$ cat config.mk
export PLATFORM = sky130hd
export DESIGN_NAME = tfn_sqrt_cell
export DESIGN_NICKNAME = d
export VERILOG_FILES = /design/src/rtl/tfn_pkg.sv /design/src/rtl/tfn_sqrt_cell.sv
export SDC_FILE = /design/constraint.sdc
export NUM_CORES = 1
export LEC_CHECK = 0
export BUFFER_PORTS_ARGS = -buffer_cell sky130_fd_sc_hd__buf_2
export CORE_MARGIN = 4
export CORE_UTILIZATION = 30
export CTS_CLUSTER_SIZE = 8
export DETAILED_ROUTE_END_ITERATION = 8
export PLACE_DENSITY = 0.53
export SLEW_MARGIN = 40
export SYNTH_ARGS = -nofsm -noshare
export SYNTH_HDL_FRONTEND = slang
export SYNTH_SLANG_ARGS = --single-unit
$ cat constraint.sdc
create_clock -name clk -period 12.1 [get_ports clk]
set_input_delay 3.63 -clock clk [delete_from_list [all_inputs] [get_ports clk]]
set_output_delay 3.63 -clock clk [all_outputs]
set_load 0.1 [all_outputs]
$ cat src/rtl/tfn_pkg.sv
// Package for the triangle face normal pipeline.
// Holds the width constants and the word types passed between cells.
// No dependencies.
package tfn_pkg;

	localparam int COORD_WIDTH      = 32;
	localparam int NORMAL_FRAC_BITS = 14;
	localparam int NORMAL_WIDTH     = NORMAL_FRAC_BITS + 2;

	localparam int EDGE_W   = COORD_WIDTH + 1;
	localparam int PROD_W   = 2 * EDGE_W;
	localparam int CROSS_W  = PROD_W + 1;
	localparam int M_W      = $clog2(CROSS_W + 1);
	localparam int GRP      = 8;
	localparam int NGRP     = (CROSS_W + GRP - 1) / GRP;
	localparam int GL_W     = $clog2(GRP + 1);

	localparam int SCALE_BITS = 30;
	localparam int SQ_W       = 2 * SCALE_BITS;
	localparam int LEN_W      = SQ_W + 2;
	localparam int ROOT_W     = LEN_W / 2;

	localparam int QUO_W = NORMAL_FRAC_BITS + 1;
	localparam int DEN_W = ROOT_W + 1;
	localparam int DIV_W = DEN_W + QUO_W;

	localparam int FRONT_STAGES = 9;

	typedef struct packed {
		logic [2:0][SCALE_BITS-1:0] u;
		logic [2:0]                 neg;
		logic                       degen;
		logic                       last;
	} side_t;

	typedef struct packed {
		logic [LEN_W-1:0] rem;
		logic [LEN_W-1:0] root;
		logic [LEN_W-1:0] bmask;
		side_t            side;
	} sqrt_t;

	typedef struct packed {
		logic [2:0][DIV_W-1:0] r;
		logic [DIV_W-1:0]      dsh;
		logic [2:0][QUO_W-1:0] q;
		logic [2:0]            neg;
		logic                  degen;
		logic                  last;
	} div_t;

endpackage

$ cat src/rtl/tfn_sqrt_cell.sv
// One digit step of the integer square root chain.
// Depends on tfn_pkg.
module tfn_sqrt_cell (
	input  logic           clk,
	input  logic           arst_n,
	input  logic           in_valid,
	input  tfn_pkg::sqrt_t din,
	output logic           up_ready,
	input  logic           dn_ready,
	output logic           out_valid,
	output tfn_pkg::sqrt_t dout
);

	logic             v_q;
	tfn_pkg::sqrt_t   d_q;
	tfn_pkg::sqrt_t   nxt;
	logic [tfn_pkg::LEN_W-1:0] t;

	always_comb begin
		nxt = din;
		t   = din.root + din.bmask;
		if (din.rem >= t) begin
			nxt.rem  = din.rem - t;
			nxt.root = (din.root >> 1) + din.bmask;
		end else begin
			nxt.root = din.root >> 1;
		end
		nxt.bmask = din.bmask >> 2;
	end

	assign up_ready = !v_q || dn_ready;

	always_ff @(posedge clk or negedge arst_n) begin
		if (!arst_n) begin
			v_q <= 1'b0;
		end else if (up_ready) begin
			v_q <= in_valid;
		end
	end

	always_ff @(posedge clk) begin
		if (up_ready && in_valid) begin
			d_q <= nxt;
		end
	end

	assign out_valid = v_q;
	assign dout      = d_q;

endmodule

; ---- After elaboration in Yosys (flattened, before gate mapping)
; Index checks and enable logic that the tools add are counted.
[word_totals]
ff_bits = 280
latch_bits = 0
ram_bits = 0
romBits = 0
input_bits = 285
out_inout_bits = 283
elab_cells = 20
memories = 0
[classes]
n_addsub = 3
mul = 0
div = 0
order_cmp = 1
eq_ne = 0
n_shift = 0
n_mux = 2
n_bitwise = 0
n_reduce_logical = 3
[op_table]
columns = op, n
row1 = adder 61 x 62 -> 62 bit, 1
row2 = adder 62 bit, 1
row3 = >= comparator 62 bit, 1
row4 = 2-to-1 mux 62 bit, 1
row5 = subtractor 62 bit, 1
row6 = 2-to-1 mux 61 bit, 1
row7 = logical AND 1 bit, 1
row8 = zero test 1 bit, 1
row9 = logical OR 1 bit, 1

; ---- Depth between registers and ports, before layout
[depth]
ltp_word = 3
ltp_mapped = 28
mapped_depth_nobuf = 24

; ---- Worst setup path before layout
; No wires, ideal clock.
[synth_path]
kind = input port to flip-flop
startpoint = in dn_ready
endpoint = reg d_q (netlist bit dout[0]), enable pin
setup_ns = 0.673
t_arrival_ns = 10.853
required_ns = 11.427
path_slack_ns = 0.574
cell_stages = 2
path_cell_list = nand2b_1 > and2_1
[synth_via]
elab_chain_cells = 2
[synth_lines]
columns = item, line
row1 = "start, declared", tfn_sqrt_cell.sv:9  ; input logic dn_ready,
row2 = logical OR 1 bit, tfn_sqrt_cell.sv:31  ; assign up_ready = !v_q || dn_ready;
row3 = logical AND 1 bit, tfn_sqrt_cell.sv:42  ; if (up_ready && in_valid) begin
row4 = "end signal, assigned", tfn_sqrt_cell.sv:43  ; d_q <= nxt;
row5 = "end, declared", tfn_sqrt_cell.sv:15  ; tfn_pkg::sqrt_t d_q;
; Every way passes these cells.
; A chain may end at the register's enable or synchronous reset.

==> results.json <==
{
  "outcome": "finished clean",
  "skew_ns": 0.0157,
  "dp_hpwl_mm": 64.5,
  "path_common_cell": "a21oi_1",
  "synth_edf_count": 279,
  "ys_top_cells_by_count": "279 x edfxtp_1, 249 x a21oi_1, 184 x ha_1, 148 x nand2_1, 118 x a21o_1",
  "synthDistinctLibCells": 85,
  "met3_length_mm": 5.36,
  "detail_route.vias_per_cell": 5.31,
  "grt_pass1_vias": 18467,
  "ys_seq_area_share_pct": 39.6,
  "power_mw": 4.69,
  "clkTransAtPathRegs_ns": 0.05,
  "ant_nets": 0,
  "critical-path-max-stage-delay_ns": 0.62,
  "crit_path_max_fanout": 53,
  "critPathKind": "input pin to register",
  "start_util_pct": 30.3,
  "instances_no_fill": 3565,
  "fmax_mhz": 95.5,
  "dp.cells": 3494,
  "syn2layout_area_growth_pct": 23.0,
  "drt_wl_total_mm": 79.7,
  "multi_input_area_mm2": 0.0121,
  "nets": 3073,
  "wl_met1_mm": 33.3,
  "ys_seq_elements": 280,
  "clk_latency_ns": 0.58,
  "dr.pass1.iters": 7,
  "setup_viol": 0,
  "critPathBufInv": 4,
  "power_leakage_nw": 11.4,
  "seq_area_mm2": 0.00840,
  "yosys-top-cells-area": "edfxtp_1 39%, ha_1 11%, a21oi_1 5.9%",
  "cts_tree": "yes",
  "crit_slowest_cell": "o311ai_1",
  "ir_worst_vdd_v": 0.000103,
  "clkSinkCount": 280,
  "min_period_ns": 10.47,
  "grt_util_all_layers_pct": 19.9,
  "yosys.area_share.adder_pct": 11.1,
  "synth_top_family_by_area": "compound AO/OA/AOI/OAI gates",
  "synth.most_common_cell": "edfxtp_1",
  "cts_hold_buf": 0,
  "avgSynthCellArea_um2": 10.2,
  "htreeDepth": 2,
  "critPathRequiredTime_ns": 12.43,
  "wire_per_inst_um": 22.3,
  "cellPowerDensity_mw_per_mm2": 180,
  "post_cts_buffers": 0,
  "slew_violations": 0,
  "io_pins": 568,
  "synth.top_cell.area_share_pct": 39.5,
  "port_buffers": 565,
  "fin_util_pct": 37.3,
  "cap_viol_max_count": 0,
  "cts_made_buffers": 43,
  "die_width_um": 274,
  "ys.flop_type": "edfxtp_1",
  "antenna_found_initial": 12,
  "yosys_warnings": 0,
  "relSlewSlack_pct": 46.0,
  "nFillCells": 7078,
  "critPathArrivalTime_ns": 10.80,
  "cts_buffer_depth": 3,
  "dr.max_layer_used": "met5",
  "ctsRootBufferMaster": "clkbuf_16",
  "setup_tns_ns": 0,
  "synth_compound_area_share_pct": 20.6,
  "hp-class": "register to register",
  "synth_area_mm2": 0.0212,
  "synth_xor_area_share_pct": 6.85,
  "vias": 18916,
  "hold_viol_final": 0,
  "min_period_over_period_pct": 86.6,
  "synth-simple-area-share_pct": 11.9,
  "grt_pass1_wl_mm": 115,
  "wl_met2_mm": 38.6,
  "synth.area.mux_share_pct": 6.40,
  "async_reset_ff_share_pct": 0.357,
  "overflow": 0,
  "rsz0062_at_grt": "false",
  "place.gp.congestion": 0.934,
  "end_kind": "register",
  "coreArea_mm2": 0.0700,
  "drc": 0,
  "cp_cell_sequence": "buf_2 > ha_1 > inv_1 > fa_1 > nand2b_1 > a211o_1 > a211o_1 > a21oi_1 > o211ai_1 > a21oi_1 > a41oi_1 > o311ai_1 > a21oi_1 > xor2_1 > ha_1 > nand4_1 > or4_1 > nor4_1 > or3_1 > inv_1 > nand2_8 > buf_12 > mux2_2",
  "fp-row-count": 97,
  "dieArea_mm2": 0.0750,
  "synth_top_cell_by_area": "edfxtp_1",
  "grt_max_degree": 153,
  "syn_inst": 2074,
  "start_kind": "input pin",
  "drive_gt1_share_pct": 28.4,
  "tightest_slew_ns": 0.806,
  "cts_resized": 0,
  "crit_family": "compound AO/OA/AOI/OAI gates",
  "die_h_um": 274,
  "drt_iter0_drc": 1447
}
where the power goes:
group	switching, mW	total, mW	internal (mW)	leakage, nW
Combinational	1.60	2.30	0.697	8.08
Clock	0.460	1.13	0.674	0.605
Sequential	0.0328	1.25	1.22	2.67
Total	2.09	4.69	2.59	11.4
routing by layer:
| layer | up-vias | track usage [%] |
|---|---|---|
| met4 | 8 | 5.96 |
| li1 | 8965 | - |
| met1 | 9061 | 25.1 |
| met2 | 755 | 34.6 |
| met3 | 127 | 3.59 |
| met5 | - | 0 |
sequential cells by signal, indices dropped and copies added, names as in the netlist:
register,flops
dout,279
out_valid,1
per-stage QoR:
step / hold WS, ns / setup WS (ns) / area, µm²
after global placement: 0.507 / 1.37 / 24800
final: 0.552 / 1.63 / 26100
after floorplan: 1.78 / 0.574 / 21200
after global routing: 0.596 / 1.36 / 26100
after CTS: 0.557 / 1.79 / 26000
after detailed placement: 0.541 / 1.19 / 24800
final cells by class:
type | instances | share of cell area, %
Timing Repair Buffer | 574 | 11.4
Clock inverter | 10 | 0.403
Multi-Input combinational cell | 1644 | 46.3
Inverter | 58 | 0.834
Antenna cell | 4 | 0.0384
Tap cell | 940 | 4.51
Sequential cell | 280 | 32.2
Clock buffer | 55 | 4.33
worst min-delay path, delay by kind of cell, from the launching register on:
kind | cells | cell delay (ns)
DFF | 1 | 0.33
and+or+nand+nor | 2 | 0.18
path summary, 6_finish.rpt:
kind                                        from                     to  slack (ns)  depth (start not counted)
hold / removal             out_valid$_DFFE_PN0N_  out_valid$_DFFE_PN0N_        0.55                          2
setup reg to reg           out_valid$_DFFE_PN0N_    dout[211]$_DFFE_PP_        9.99                          4
hold reg to reg            out_valid$_DFFE_PN0N_  out_valid$_DFFE_PN0N_        0.55                          2
max in group asynchronous                 arst_n  out_valid$_DFFE_PN0N_        9.15                          1
setup / recovery                         din[95]    dout[164]$_DFFE_PP_        1.63                         23
min in group asynchronous                 arst_n  out_valid$_DFFE_PN0N_        2.85                          1
layout by cell type, fill, tap and decap left out, types with 51 or more instances in the layout:
cell type | Yosys | layout
a21o_1 | 118 | 118
a21oi_1 | 249 | 249
buf_2 | 3 | 565
edfxtp_1 | 279 | 279
ha_1 | 184 | 184
inv_1 | 58 | 58
mux2_4 | 80 | 80
nand2_1 | 148 | 148
nand4_1 | 51 | 51
nor2_1 | 101 | 101
o21ai_0 | 114 | 114
xnor2_1 | 103 | 103
xor2_1 | 63 | 63
cell families after synthesis:
kind of cell / Yosys count
and+or+nand+nor: 512
AOI/OAI and AO/OA: 683
xor gates and xnor gates: 166
DFF: 280
adders and majority gates: 187
buffers and inverters: 151
muxes: 94
other: 1
(Power assumes the default switching activity.)
