==> config.mk <==
export PLATFORM = sky130hd
export DESIGN_NAME = tfn_div_cell
export DESIGN_NICKNAME = d
export VERILOG_FILES = /design/src/rtl/tfn_pkg.sv /design/src/rtl/tfn_div_cell.sv
export SDC_FILE = /design/constraint.sdc
export NUM_CORES = 1
export LEC_CHECK = 0
export BUFFER_PORTS_ARGS = -buffer_cell sky130_fd_sc_hd__buf_2
export CAP_MARGIN = 20
export CORE_UTILIZATION = 30
export DETAILED_ROUTE_END_ITERATION = 16
export GPL_ROUTABILITY_DRIVEN = 0
export PLACE_DENSITY = 0.62
export SYNTH_ARGS = -nofsm -noshare
export SYNTH_HDL_FRONTEND = slang
export SYNTH_SLANG_ARGS = --single-unit
==> constraint.sdc <==
create_clock -name clk -period 11.8 [get_ports clk]
set_input_delay 1.77 -clock clk [delete_from_list [all_inputs] [get_ports clk]]
set_output_delay 1.77 -clock clk [all_outputs]
set_load 0.03 [all_outputs]
==> src/rtl/tfn_pkg.sv <==
// Package for the triangle face normal pipeline.
// Holds the width constants and the word types passed between cells.
// No dependencies.
package tfn_pkg;

	localparam int COORD_WIDTH      = 32;
	localparam int NORMAL_FRAC_BITS = 14;
	localparam int NORMAL_WIDTH     = NORMAL_FRAC_BITS + 2;

	localparam int EDGE_W   = COORD_WIDTH + 1;
	localparam int PROD_W   = 2 * EDGE_W;
	localparam int CROSS_W  = PROD_W + 1;
	localparam int M_W      = $clog2(CROSS_W + 1);
	localparam int GRP      = 8;
	localparam int NGRP     = (CROSS_W + GRP - 1) / GRP;
	localparam int GL_W     = $clog2(GRP + 1);

	localparam int SCALE_BITS = 30;
	localparam int SQ_W       = 2 * SCALE_BITS;
	localparam int LEN_W      = SQ_W + 2;
	localparam int ROOT_W     = LEN_W / 2;

	localparam int QUO_W = NORMAL_FRAC_BITS + 1;
	localparam int DEN_W = ROOT_W + 1;
	localparam int DIV_W = DEN_W + QUO_W;

	localparam int FRONT_STAGES = 9;

	typedef struct packed {
		logic [2:0][SCALE_BITS-1:0] u;
		logic [2:0]                 neg;
		logic                       degen;
		logic                       last;
	} side_t;

	typedef struct packed {
		logic [LEN_W-1:0] rem;
		logic [LEN_W-1:0] root;
		logic [LEN_W-1:0] bmask;
		side_t            side;
	} sqrt_t;

	typedef struct packed {
		logic [2:0][DIV_W-1:0] r;
		logic [DIV_W-1:0]      dsh;
		logic [2:0][QUO_W-1:0] q;
		logic [2:0]            neg;
		logic                  degen;
		logic                  last;
	} div_t;

endpackage

==> src/rtl/tfn_div_cell.sv <==
// One quotient bit step of the three-lane restoring divider chain.
// Depends on tfn_pkg.
module tfn_div_cell (
	input  logic          clk,
	input  logic          arst_n,
	input  logic          in_valid,
	input  tfn_pkg::div_t din,
	output logic          up_ready,
	input  logic          dn_ready,
	output logic          out_valid,
	output tfn_pkg::div_t dout
);

	logic          v_q;
	tfn_pkg::div_t d_q;
	tfn_pkg::div_t nxt;

	always_comb begin
		nxt = din;
		for (int i = 0; i < 3; i++) begin
			if (din.r[i] >= din.dsh) begin
				nxt.r[i] = din.r[i] - din.dsh;
				nxt.q[i] = {din.q[i][tfn_pkg::QUO_W-2:0], 1'b1};
			end else begin
				nxt.q[i] = {din.q[i][tfn_pkg::QUO_W-2:0], 1'b0};
			end
		end
		nxt.dsh = din.dsh >> 1;
	end

	assign up_ready = !v_q || dn_ready;

	always_ff @(posedge clk or negedge arst_n) begin
		if (!arst_n) begin
			v_q <= 1'b0;
		end else if (up_ready) begin
			v_q <= in_valid;
		end
	end

	always_ff @(posedge clk) begin
		if (up_ready && in_valid) begin
			d_q <= nxt;
		end
	end

	assign out_valid = v_q;
	assign dout      = d_q;

endmodule

======== Word-level counts from Yosys, hierarchy flattened ========
Cells that the tools add are included.
storage, ports and cells
  output and inout bits ................... 240
  input port bits ......................... 242
  bits in registers ....................... 238
  logic and storage cells ................. 26
operators by class
  mux-type cells .......................... 6
  $lt $le $gt $ge ......................... 3
  add/sub/neg operators ................... 3
  reduce and logical (&&, ||, !) cells .... 3
operators with widths
  operator              number
  >= comparator 47 bit  3
  two-way mux 47 bit    3
  subtractor 47 bit     3
  two-way mux 1 bit     3
  logical AND 1 bit     1
  zero test 1 bit       1
  logical OR 1 bit      1

======== Longest topological paths before layout ========
Gate-level depths: netlist of the first run.
  depth in word-level cells ............... 3
  mapped depth ............................ 16

======== Worst setup path before layout of the first run ========
OpenSTA, ideal clock, no wires.
  path kind ............................... input to register
  start point ............................. input dn_ready
  end point ............................... register d_q, in the netlist dout[0] (enable)
  required time ........................... 11174 ps
  setup slack ............................. 3643 ps
  stages on the path ...................... 2
  arrival time ............................ 7531 ps
  cells stage by stage .................... nand2b_1 -> and2_1
between the ends
  word-level cells in the longest chain between the ends .. 2
RTL lines
  item                  RTL line            RTL
  start, declared       tfn_div_cell.sv:9   input logic dn_ready,
  logical OR 1 bit      tfn_div_cell.sv:31  assign up_ready = !v_q || dn_ready;
  logical AND 1 bit     tfn_div_cell.sv:42  if (up_ready && in_valid) begin
  end signal, assigned  tfn_div_cell.sv:43  d_q <= nxt;
  end, declared         tfn_div_cell.sv:15  tfn_pkg::div_t d_q;
Every way passes these cells.
A chain may end at the register's enable or synchronous reset.

==> flow_summary.json, run 1 <==
{
  "synth_edf_count": 237,
  "slowest_stage": "buf_4",
  "via_count": 14970,
  "seqCellArea_sq_um": 7142,
  "hold_class": "reg2reg",
  "synth.ff_latch_count": 238,
  "routed_wl_mm": 59.22,
  "crit_fanout": 71,
  "cts_resized": 0,
  "startpoint_type": "primary input",
  "antenna_found_initial": 12,
  "yosysWarnings": 0,
  "multi_input_area_sq_um": 8756,
  "relSlewSlack_pct": 35.74,
  "reg2reg_depth": 4,
  "core-area_sq_um": 54240,
  "drc": 0,
  "max_slew.worst_pin.slew_ns": 0.9639,
  "clk_pin_slew_ns": 0.07,
  "finalSetupViolCount": 0,
  "wl_per_cell_um": 20.58,
  "reg2reg_slack_ns": 8.73,
  "fill_cells": 5522,
  "htreeDepth": 1,
  "rows": 85,
  "synth_sequential_area_ratio_pct": 43.08,
  "setup.worst_path.start": "din[67]",
  "syn_inst": 1704,
  "cts_setup_buffers": 0,
  "syn-num-nets": 2090,
  "period_share_pct": 47.62,
  "fmax_mhz": 177.9,
  "rr_startpoint": "out_valid",
  "r2r_end": "dout[95]",
  "slew_viol_final": 0,
  "finalSetupTns_ns": 0,
  "fin_ws_ns": 6.180,
  "cap_violations": 0,
  "syn-cell-area_sq_um": 16580,
  "boundaryPins": 482,
  "dieWidth_um": 237.1,
  "final_common_cell": "buf_2",
  "firstDrtPassIters": 6,
  "grt_usage_pct": 20.09,
  "crit_top_cell": "nand3_1",
  "power.density_nw_per_um2": 139.1,
  "path_cells": "buf_2 > inv_1 > ha_1 > and2_1 > nand3_1 > nor3_1 > o211ai_1 > nand3_1 > o221a_2 > a211oi_2 > o41ai_4 > buf_4 > mux2_2",
  "die_h_um": 237.1,
  "min_period_ns": 5.620,
  "hold_viol": 0,
  "cp_data_arrival_time_ns": 5.95,
  "p_leak_nw": 8.970,
  "async_flop_share_pct": 0.4202,
  "ir_drop_mv": 0.1069,
  "area_growth_pct": 23.95,
  "dpl_cell_area_sq_um": 19550,
  "fin_area_sq_um": 20550,
  "clk_path_buf_depth": 3,
  "root_buffer": "clkbuf_16",
  "clk_latency_ns": 0.58,
  "cts_tree": "built",
  "finalNetCount": 2539,
  "synthFlopType": "edfxtp_1",
  "crit_end": "dout[148]",
  "rsz0062_at_grt": "false",
  "drtAntennaViolNets": 0,
  "dpl.hpwl_mm": 48.17,
  "cts.sinks": 238,
  "ys_types": 78,
  "worstSetupEndpointType": "flop",
  "cts_hold_buffers": 0,
  "overflow": 0,
  "final_cell_mix": "477 x buf_2, 237 x edfxtp_1, 195 x nand2_1",
  "die_area_sq_um": 56200,
  "status": "completed",
  "viasPerCell": 5.202,
  "critical_path_class": "in2reg",
  "cts_made_buffers": 30,
  "grt_max_degree": 94,
  "preCtsSetupSlack_ns": 5.501,
  "required_ns": 12.13,
  "start_util_pct": 30.57,
  "layout-drive-gt1-share_pct": 25.95,
  "slowest_delay_ns": 0.68,
  "dr.first_iter.drc_count": 1123,
  "avgSynthCellArea_sq_um": 9.729,
  "fin_worst_skew_ns": 0.007817,
  "grt_first_pass_wirelength_mm": 85.93,
  "portBuffers": 477,
  "grt_pass1_vias": 14280
}
[metrics by stage]
step	hold slack [ns]	util [%]	cells	power, mW
floorplan	0.9253	-	1704	1.684
CTS	0.5565	37.86	2873	2.884
detailed placement	0.5432	36.04	2817	1.936
finish	0.5512	37.89	2878	2.858
global placement	0.5172	36.04	2817	1.923
global route	0.6065	37.88	2876	2.992
[worst max-delay path, delay by kind of cell]
kind / cells / cell delay, ns
AND/OR/NAND/NOR: 4 / 1.01
adder cells (fa/ha/maj): 1 / 0.39
buffers and inverters: 3 / 0.87
AO/OA/AOI/OAI: 4 / 1.36
multiplexers: 1 / 0.42
[layer usage]
layer | vias up | track usage (%) | part of all wire (%)
li1 | 7206 | - | -
met1 | 7037 | 26.63 | 44
met2 | 606 | 33.23 | 46
met3 | 109 | 3.253 | 7.0
met4 | 14 | 6.647 | 3.0
met5 | - | 0 | 0.15
[sequential cells by signal, indices dropped and copies added (netlist names)]
register,flops
dout,237
out_valid,1
[cells by family after synthesis]
kind of cell | synth area share (%)
other | 0.02262
buffers and inverters | 4.121
XOR/XNOR | 6.604
AND/OR/NAND/NOR | 12.78
AO/OA/AOI/OAI | 21.12
adder cells (fa/ha/maj) | 11.00
multiplexers | 1.276
flip-flops | 43.08
[layout make-up]
cell class                 count  share of cell area (%)
antenna                        5                 0.06089
clock buffer                  36                   3.866
clock inverter                20                  0.9559
inverter                      92                   1.680
multi-input combinational   1308                   42.61
sequential                   238                   34.75
tap                          696                   4.238
timing repair buffer         483                   11.84
[power by group]
group	switching, mW	internal [mW]
Clock	0.386	0.546
Sequential	0.0201	1.03
Combinational	0.580	0.297
[synthesized netlist by cell type (all sizes together) (2+ instances only)]
cell	number	area (sq um)
and4	2	17.52
nor2	93	349.1
mux2	17	191.4
a41oi	2	17.52
xnor2	69	604.3
o41ai	3	45.05
nor4b	2	17.52
o211ai	12	95.09
mux2i	2	20.02
nor3b	2	20.02
xor2	56	490.5
a31oi	25	171.4
o22ai	4	25.02
buf	26	186.4
nor3	21	105.1
inv	92	345.3
nor2b	18	112.6
a21oi	183	923.4
nand2	195	732.0
and3	17	106.4
a21o	65	488.0
or3	4	25.02
a211oi	11	110.1
o21ai	155	775.8
o31ai	12	123.9
o21bai	27	202.7
or3b	2	17.52
o2111ai	2	17.52
and2	11	68.82
nand4	33	206.5
nand2b	17	106.4
a221oi	4	41.29
ha	141	1764
a21boi	6	45.04
o21a	23	172.7
nor4	7	50.05
clkbuf	40	151.4
a31o	3	26.28
nand3	35	175.2
o221ai	4	41.29
edfxtp	237	7117
fa	3	60.06
a221o	2	20.02
a211o	3	26.28
[worst min-delay path by stage]
| stage | start | endpoint | slack [ns] | depth (start not counted) |
|---|---|---|---|---|
| 4_1_cts | out_valid | out_valid | 0.56 | 2 |
| 3_3_place_gp | out_valid | out_valid | 0.52 | 2 |
| 2_1_floorplan | out_valid | out_valid | 0.93 | 2 |
| 6_report | out_valid | out_valid | 0.55 | 2 |
| 5_1_grt | out_valid | out_valid | 0.61 | 2 |
| 3_5_place_dp | out_valid | out_valid | 0.54 | 2 |
Note: power is estimated with default switching activity, not from simulation.
==> run 2, diff against run 1 <==
--- a/config.mk
+++ b/config.mk
@@ -5,6 +5,7 @@
 export SDC_FILE = /design/constraint.sdc
 export NUM_CORES = 1
 export LEC_CHECK = 0
+export ABC_AREA = 1
 export BUFFER_PORTS_ARGS = -buffer_cell sky130_fd_sc_hd__buf_2
 export CAP_MARGIN = 20
 export CORE_UTILIZATION = 30
==> constraint.sdc (replaced) <==
create_clock -name clk -period 4.5 [get_ports clk]
set_input_delay 0.675 -clock clk [delete_from_list [all_inputs] [get_ports clk]]
set_output_delay 0.675 -clock clk [all_outputs]
set_load 0.03 [all_outputs]
==> run 2 against run 1 <==
  * Non-clock buffer count rose by 9
  * Synthesized cell count up 99%
  * Setup slack worse by 5.0 ns
  * Combinational power increased to 3.3 times the previous value
  * Area after synthesis grew 33%
  * Die area grew 33%
  * Clock power increased to 3.2 times the previous value
  * Clock-buffer cell count is 3 higher
  * Core utilization fell by 0.98 points
  * Critical endpoint is now dout[138]
  * Global-route usage is 3.7 points higher
==> flow_summary.json, run 2 <==
{
  "syn_inst": 3389,
  "wl_met2_mm": 42.33,
  "yosysMostFrequentCell": "nand2_1",
  "fmax_mhz": 301.5,
  "cts_made_buffers": 34,
  "firstDrtPassIters": 6,
  "slowest_delay_ns": 0.55,
  "routed_wl_mm": 91.16,
  "final_common_cell": "nand2_1",
  "fin_worst_skew_ns": 0.01407,
  "start_util_pct": 30.55,
  "yosysWarnings": 0,
  "async_flop_share_pct": 0.4202,
  "cp.buffers_inverters": 4,
  "r2r_end": "dout[112]",
  "synth_top_area_share_pct": 32.31,
  "clk_latency_ns": 0.56,
  "ys_types": 39,
  "crit_fanout": 27,
  "drtAntennaViolNets": 0,
  "crit_cells": 15,
  "die_area_sq_um": 74510,
  "portBuffers": 477,
  "power.density_nw_per_um2": 323.4,
  "root_buffer": "clkbuf_16",
  "syn-num-nets": 3775,
  "largest_reg_flops": 237,
  "dr_wl_met3_mm": 7.257,
  "cp_top_family": "simple AND/OR/NAND/NOR gates",
  "syn-cell-area_sq_um": 22030,
  "fin_hold_ws_ns": 0.2963,
  "finalSetupViolCount": 0,
  "min_period_ns": 3.317,
  "dr.first_iter.drc_count": 1920,
  "drc": 0,
  "swShare_pct": 37.62,
  "clkPwrFrac_pct": 34.2,
  "synth_common_cells": "1326 x nand2_1, 718 x inv_1, 297 x nand3_1",
  "overflow": 0,
  "p_leak_nw": 14.69,
  "clk_pin_slew_ns": 0.06,
  "grt_pass1_vias": 20740,
  "cts_setup_buffers": 0,
  "p_comb_share_pct": 33.7,
  "worstSetupEndpointType": "flop",
  "slowest_stage": "nand4_2",
  "synth.ff_latch_count": 238,
  "die_h_um": 273.0,
  "htreeDepth": 2,
  "preCtsSetupSlack_ns": 0.5508,
  "status": "completed",
  "viasPerCell": 4.674,
  "core-area_sq_um": 72100,
  "relSlewSlack_pct": 27.63,
  "area_growth_pct": 20.80,
  "period_share_pct": 73.71,
  "cap_violations": 0,
  "avgSynthCellArea_sq_um": 6.499,
  "required_ns": 4.81,
  "rsz0062_at_grt": "false",
  "internal_power_mw": 5.367,
  "synth_sequential_area_ratio_pct": 32.42,
  "fin_ws_ns": 1.183,
  "boundaryPins": 482,
  "cts_tree": "built",
  "grt_first_pass_wirelength_mm": 130.1,
  "dpl.hpwl_mm": 76.19,
  "grt_max_degree": 86,
  "antenna_found_initial": 22,
  "yosys.area.top_type": "edfxtp_1",
  "critical_path_class": "in2reg",
  "via_count": 22720,
  "fin_area_sq_um": 26610,
  "hold_viol": 0,
  "rows": 98,
  "rr_startpoint": "out_valid",
  "reg2reg_depth": 2,
  "p_seq_share_pct": 32.1,
  "clk_path_buf_depth": 3,
  "synthFlopType": "edfxtp_1",
  "p_total_mw": 8.603,
  "wl_per_cell_um": 18.76,
  "layout-drive-gt1-share_pct": 16.56,
  "max_slew.worst_pin.slew_ns": 1.086,
  "finalNetCount": 4261,
  "grt_usage_pct": 23.74,
  "cp_data_arrival_time_ns": 3.62,
  "dieWidth_um": 273.0,
  "m1WireLength_mm": 38.26,
  "slew_viol_final": 0,
  "ir_drop_mv": 0.2509,
  "final_cell_mix": "1326 x nand2_1, 716 x inv_1, 477 x buf_2",
  "min_from": "din[5]",
  "top_layer_used": "met5",
  "dpl_cell_area_sq_um": 25380,
  "hold_class": "in2reg",
  "cts.sinks": 238,
  "power_switching_mw": 3.236,
  "placed_cells": 4788,
  "path_cells": "buf_2 > inv_1 > buf_4 > ha_1 > nand2_1 > nand2_1 > nand3_2 > nand2_2 > nand2_2 > nand2_4 > nand2_2 > nand4_2 > buf_4 > nand3_1 > nand2_1",
  "hold-path-endpoint": "dout[6]",
  "yosys-top-cells-area": "edfxtp_1 32%, nand2_1 23%, inv_1 12%",
  "synth_edf_count": 237,
  "final_cell_count_no_fill": 4860,
  "holdPathStages": 1,
  "reg2reg_slack_ns": 2.57,
  "startpoint_type": "primary input"
}
## run 2: changes by cell type after synthesis, sizes merged, moves of 18 or more
cell | previous run | this run
nand2 | 195 | 1359
inv | 92 | 727
nand3 | 35 | 315
nor2 | 93 | 273
o21ai | 155 | 33
a21oi | 183 | 93
xnor2 | 69 | 0
a21o | 65 | 6
clkbuf | 40 | 0
a31oi | 25 | 0
o21bai | 27 | 6
o21a | 23 | 3
xor2 | 56 | 75
nor2b | 18 | 0
## run 2: area by class of cell
class | instances | area (sq um)
Tap cell | 950 | 1189
Fill cell | 7931 | 45490
Sequential cell | 238 | 7142
Inverter | 729 | 2749
Clock inverter | 22 | 312.8
Antenna cell | 10 | 25.02
Clock buffer | 39 | 879.6
Timing Repair Buffer | 492 | 2552
Multi-Input combinational cell | 2380 | 11760
## run 2: worst max path at each step
stage,from,slack [ns],end
6_report,din[51],1.18,dout[138]
3_3_place_gp,din[52],0.58,dout[138]
5_1_grt,din[52],1.00,dout[97]
4_1_cts,din[52],1.14,dout[138]
3_5_place_dp,din[52],0.55,dout[138]
2_1_floorplan,dn_ready,-0.51,dout[0]
## run 2: logic make-up (layout without fill, tap and decap cells)
kind of cell,after synthesis,in the layout,synth area share (%)
adders and majority gates,144,144,8.282
xor gates and xnor gates,75,75,2.982
and+or+nand+nor,2019,2019,38.62
AOI/OAI and AO/OA,141,141,3.425
buffers and inverters,771,1282,14.25
other,1,11,0.01703
DFF,238,238,32.42
## run 2: metal layers
metal  track usage (%)  up-vias
met5                 0        -
met4             8.792       12
met3             4.578      151
met2             39.55      885
met1             30.30    10240
li1                  -    11430
## run 2: power groups by stage
stage	clock network, mW	registers (mW)	logic (mW)
2_1_floorplan	0	3.18	1.60
3_3_place_gp	0	2.81	2.86
3_5_place_dp	0	2.81	2.88
4_1_cts	3.03	2.77	2.89
5_1_grt	3.09	2.78	3.19
6_report	2.94	2.76	2.90
## run 2: what timing repair did
action	CTS	global route
endpoints found under the setup margin	0	0
hold buffers	1	0
gates resized for setup	0	0
hold endpoints to repair	1	0
## run 2: per-stage QoR
step | util (%) | setup TNS, ns
3_5_place_dp | 35.20 | 0
6_report | 36.90 | 0
2_1_floorplan | - | -121.89
3_3_place_gp | 35.20 | 0
5_1_grt | 36.89 | 0
4_1_cts | 36.87 | 0
